### config.mk
export PLATFORM = sky130hd
export DESIGN_NAME = rkc_div
export DESIGN_NICKNAME = d
export VERILOG_FILES = /design/src/rtl/core/rkc_pkg.sv /design/src/rtl/core/rkc_div.sv
export SDC_FILE = /design/constraint.sdc
export NUM_CORES = 1
export LEC_CHECK = 0
export CORE_MARGIN = 2
export CORE_UTILIZATION = 50
export DETAILED_ROUTE_END_ITERATION = 10
export DONT_BUFFER_PORTS = 1
export REMOVE_ABC_BUFFERS = 1
export SKIP_CTS_REPAIR_TIMING = 1
export SYNTH_ARGS = -nofsm -noshare
export SYNTH_HDL_FRONTEND = slang
export SYNTH_SLANG_ARGS = --single-unit
### constraint.sdc
create_clock -name i_clk -period 2.9 [get_ports i_clk]
set_input_delay 0 -clock i_clk [delete_from_list [all_inputs] [get_ports i_clk]]
set_output_delay 0 -clock i_clk [all_outputs]
set_load 0.01 [all_outputs]
### src/rtl/core/rkc_pkg.sv
// ----------------------------------------------------------------------------
// rkc_pkg
// Shared constants, register indexes and helpers for the RGB kernel
// convolution block.
// ----------------------------------------------------------------------------
package rkc_pkg;

    // Defaults for the top-level parameters
    localparam int KERNEL_SIZE_DEF = 5;
    localparam int MAX_WIDTH_DEF   = 2048;

    // Fixed field and register widths
    localparam int CFG_W      = 40;
    localparam int CFG_IDX_W  = 3;
    localparam int KROWS      = 5;
    localparam int ROW_W      = 13;
    localparam int MAX_HEIGHT = 4096;
    localparam int PIX_W      = 24;
    localparam int CH_W       = 8;
    localparam int ACC_W      = 24;
    localparam int FAC_W      = 16;
    localparam int SAT_MAX    = 255;

    // Configuration register indexes
    typedef enum logic [CFG_IDX_W-1:0] {
        REG_KROW0  = 3'd0,
        REG_KROW1  = 3'd1,
        REG_KROW2  = 3'd2,
        REG_KROW3  = 3'd3,
        REG_KROW4  = 3'd4,
        REG_WIDTH  = 3'd5,
        REG_HEIGHT = 3'd6
    } t_reg_idx;

    // Input word kinds
    localparam logic OP_PIXEL = 1'b0;
    localparam logic OP_FLUSH = 1'b1;

    typedef logic [KROWS-1:0][CFG_W-1:0] t_kernel;

    // Fetch one signed coefficient; positions off the 5x5 grid weigh zero
    function automatic logic signed [CH_W-1:0] coef_at(input t_kernel rows,
                                                       input int ky, input int kx);
        logic signed [CH_W-1:0] k;
        k = '0;
        if (ky >= 0 && ky < KROWS && kx >= 0 && kx < KROWS) begin
            k = rows[3'(ky)][CH_W*kx +: CH_W];
        end
        return k;
    endfunction

endpackage

### src/rtl/core/rkc_div.sv
// ----------------------------------------------------------------------------
// rkc_div
// Unsigned restoring divider, one quotient bit per cycle.
// ----------------------------------------------------------------------------
module rkc_div (
    input  logic                       i_clk,
    input  logic                       i_rst_n,
    input  logic                       i_start,
    input  logic [rkc_pkg::ACC_W-1:0]  i_dividend,
    input  logic [rkc_pkg::ACC_W-1:0]  i_divisor,
    output logic                       o_done,
    output logic [rkc_pkg::ACC_W-1:0]  o_quotient
);
    localparam int W   = rkc_pkg::ACC_W;
    localparam int CNT_W = $clog2(W + 1);

    logic [W-1:0]     r_rem, r_quo, r_div;
    logic [CNT_W-1:0] r_cnt;
    logic             r_busy, r_done;
    logic [W:0]       trial;
    logic             ge;

    // Shift in the next dividend bit and try the subtraction
    always_comb begin
        trial = {r_rem, r_quo[W-1]};
        ge    = trial >= {1'b0, r_div};
    end

    // Control
    always_ff @(posedge i_clk) begin
        if (!i_rst_n) begin
            r_busy <= 1'b0;
            r_done <= 1'b0;
            r_cnt  <= '0;
        end else begin
            r_done <= 1'b0;
            if (i_start) begin
                r_busy <= 1'b1;
                r_cnt  <= '0;
            end else if (r_busy) begin
                r_cnt <= r_cnt + 1'b1;
                if (r_cnt == CNT_W'(W - 1)) begin
                    r_busy <= 1'b0;
                    r_done <= 1'b1;
                end
            end
        end
    end

    // Datapath
    always_ff @(posedge i_clk) begin
        if (i_start) begin
            r_rem <= '0;
            r_quo <= i_dividend;
            r_div <= i_divisor;
        end else if (r_busy) begin
            r_rem <= ge ? W'(trial - {1'b0, r_div}) : W'(trial);
            r_quo <= {r_quo[W-2:0], ge};
        end
    end

    assign o_done     = r_done;
    assign o_quotient = r_quo;

endmodule

==> flow_metrics.env <==
export IMPL_clockBufferDepth=2
export IMPL_internal_power_mw=1.94
export IMPL_coreArea_sq_um=9110
export IMPL_synth_compound_area_share_pct=17.6
export IMPL_tightestPinTransition_ns=0.493
export IMPL_synth_top_family_by_area="compound AO/OA/AOI/OAI gates"
export IMPL_antennaDiodeCount=0
export IMPL_cp_endpoint="r_rem[15]"
export IMPL_num_vias=3728
export IMPL_grt_max_degree=72
export IMPL_synth_cell_types=60
export IMPL_synthSimpleGateAreaFrac_pct=15.3
export IMPL_rsz0062_at_grt="no"
export IMPL_grt_overflow_total=0
export IMPL_drt_initial_drc_count=207
export IMPL_viasPerCell=5.85
export IMPL_timing_final_crit_period_ns=2.80
export IMPL_crit_arrival_ns=3.06
export IMPL_crit_start="r_div[1]"
export IMPL_worstSetupEndpointType="flip-flop"
export IMPL_vdd_ir_drop_max_mv=0.336
export IMPL_num_rows=35
export IMPL_power_density_nw_per_um2=493
export IMPL_avgSynthCellArea_sq_um=10.1
export IMPL_setup_viol=0
export IMPL_yosysWarningCount=0
export IMPL_synthMuxAreaShare_pct=6.49
export IMPL_p_leak_nw=2.21
export IMPL_pin_count=76
export IMPL_layout_setup_ws_ns=0.103
export IMPL_post_drt_wl_per_cell_um=17.4
export IMPL_combPwrFrac_pct=18.3
export IMPL_place_area_sq_um=4840
export IMPL_numClockSinks=79
export IMPL_cts_tree="yes"
export IMPL_start_util_pct=51.0
export IMPL_synth_seq_cells=79
export IMPL_final_nets=598
export IMPL_async_reset_ff_share_pct=0
export IMPL_p_clk_share_pct=32.8
export IMPL_grt_pass1_vias=3460
export IMPL_run_status="finished, final reports clean"
export IMPL_dp_hpwl_um=7490
export IMPL_reg2reg_from="r_div[1]"
export IMPL_synth_flop_cell="edfxtp_1"
export IMPL_fmax_mhz=358
export IMPL_maxCapViolations=0
export IMPL_final_core_util_pct=61.4
export IMPL_htree_levels=3
export IMPL_antenna_found_initial=0
export IMPL_post_route_period_util_pct=96.4
export IMPL_slew_limit_headroom_pct=66.7
export IMPL_ys_seq_area_share_pct=44.4
export IMPL_seqPwrFrac_pct=48.9
export IMPL_critPathKind="reg -> reg"
export IMPL_die_h_um=100
export IMPL_swShare_pct=29.7
export IMPL_r2r_cells=11
export IMPL_drc=0
export IMPL_power_switching_uw=819
export IMPL_r2r_end="r_rem[15]"
export IMPL_numCtsBuffers=9
export IMPL_drt_total_wl_um=11100
export IMPL_grt_util_all_layers_pct=21.8
export IMPL_start_kind="flip-flop"
export IMPL_dp_slack_ns=0.0977
export IMPL_insertion_delay_ns=0.37
export IMPL_netlist_area_sq_um=4640
export IMPL_gp_congestion=0.911
export IMPL_finalMaxSlewViolations=0
export IMPL_nFillCells=743
export IMPL_required_ns=3.16
export IMPL_dieArea_sq_um=10100
export IMPL_yosys_area_share_xor_xnor_pct=4.34
export IMPL_synth_adder_area_share_pct=7.17
export IMPL_synth_edf_count=48
export IMPL_first_pass_iters=6
export IMPL_grt_pass1_wl_um=17100
export IMPL_die_w_um=100
export IMPL_clock_skew_ns=0.0143
export IMPL_hold_path_class="in -> reg"
export IMPL_numPortBuffers=0
export IMPL_ant_nets=0
export IMPL_hold_viol_final=0
export IMPL_final_area_sq_um=5590
export IMPL_clk_pin_slew_ns=0.09
export IMPL_final_layout_size_suffix_gt1_share_pct=14.8
export IMPL_power_total_mw=2.76
export IMPL_clock_root_buffer="clkbuf_8"
export IMPL_postSynthCellCount=458
export IMPL_syn2layout_area_growth_pct=20.5
export IMPL_path_max_fanout=4
export IMPL_holdWs_ns=0.00282
export IMPL_rrSetupSlack_ns=0.10
==> sequential cells by signal, indices dropped and copies added, names as in the netlist <==
register and count:
o_done 1, o_quotient 24, r_busy 1, r_cnt 5
r_div 24, r_rem 24
==> metal layers <==
metal | share of wire, % | global-route usage [%]
met1 | 45 | 29.8
met2 | 47 | 32.7
met3 | 6.9 | 6.48
met4 | 1.7 | 7.90
met5 | 0 | 0
==> critical path, cell delays in order (launching register included) <==
cell	delay, ns
edfxtp_1	0.42
inv_1	0.08
ha_1	0.23
and2b_1	0.18
o2111ai_2	0.28
a311oi_4	0.16
buf_4	0.18
o41ai_1	0.48
buf_4	0.21
nand2_1	0.06
xor2_1	0.16
a31o_2	0.25
==> metrics by stage <==
| step | TNS, ns | std cells |
|---|---|---|
| after CTS | 0 | 585 |
| after detailed placement | 0 | 569 |
| after global routing | 0 | 637 |
| after global placement | 0 | 569 |
| after floorplan | -0.0247 | 436 |
| final | 0 | 637 |
==> kinds of logic after synthesis <==
| kind of cell | Yosys count |
|---|---|
| XOR/XNOR | 23 |
| adder cells (fa/ha/maj) | 26 |
| flip-flops | 79 |
| AND/OR/NAND/NOR | 137 |
| AO/OA/AOI/OAI | 114 |
| buffers and inverters | 52 |
| multiplexers | 27 |
==> synthesized netlist by cell type, drive strengths merged (7+ instances only) <==
master	instances	area share, %
nor2b	11	1.5
edfxtp	48	31
xnor2	12	2.3
inv	30	2.4
nor3	7	0.75
o21ai	24	2.6
a21o	7	1.1
xor2	11	2.1
buf	12	1.5
nand2	35	2.8
clkbuf	10	0.81
mux2	25	6.1
ha	25	6.7
a311oi	12	2.6
nor2	34	2.7
nand4	9	1.2
a21oi	22	2.4
nand3	17	1.8
o211ai	7	1.1
dfxtp	31	13
==> how the worst min path moves through the flow <==
stage	from	to	slack, ns	cells past startpoint
5_1_grt	i_start	r_rem[17]	0.01	3
3_3_place_gp	i_start	r_rem[2]	0.08	1
2_1_floorplan	i_start	r_rem[10]	0.07	1
3_5_place_dp	i_start	r_rem[5]	0.09	1
4_1_cts	i_start	r_rem[5]	-0.31	1
6_report	i_start	r_rem[0]	0.003	2
==> power groups by stage <==
stage,sequential (mW),combinational [mW],clock [mW]
2_1_floorplan,1.36,0.324,0
3_3_place_gp,1.37,0.421,0
3_5_place_dp,1.37,0.425,0
4_1_cts,1.35,0.426,0.928
5_1_grt,1.36,0.560,0.966
6_report,1.35,0.506,0.905
==> cell type report <==
cell class / count / area (sq um) / area share (%)
sequential: 79 / 2060 / 36.9
clock buffer: 9 / 124 / 2.21
tap: 111 / 139 / 2.48
multi-input combinational: 327 / 2370 / 42.4
inverter: 30 / 113 / 2.01
clock inverter: 7 / 86.3 / 1.54
timing repair buffer: 74 / 698 / 12.5
==> cell usage in the layout, fill, tap and decap left out, drive strengths merged, types with 9 or more instances in the layout <==
cell type    netlist  routed
dlygate4sd3        0      49
edfxtp            48      48
nand2             35      35
nor2              34      34
inv               30      34
dfxtp             31      31
mux2              25      25
ha                25      25
buf               12      25
o21ai             24      24
a21oi             22      22
nand3             17      17
xnor2             12      12
a311oi            12      12
xor2              11      11
nor2b             11      11
nand4              9       9
clkbuf            10       9
(Power assumes the default switching activity.)
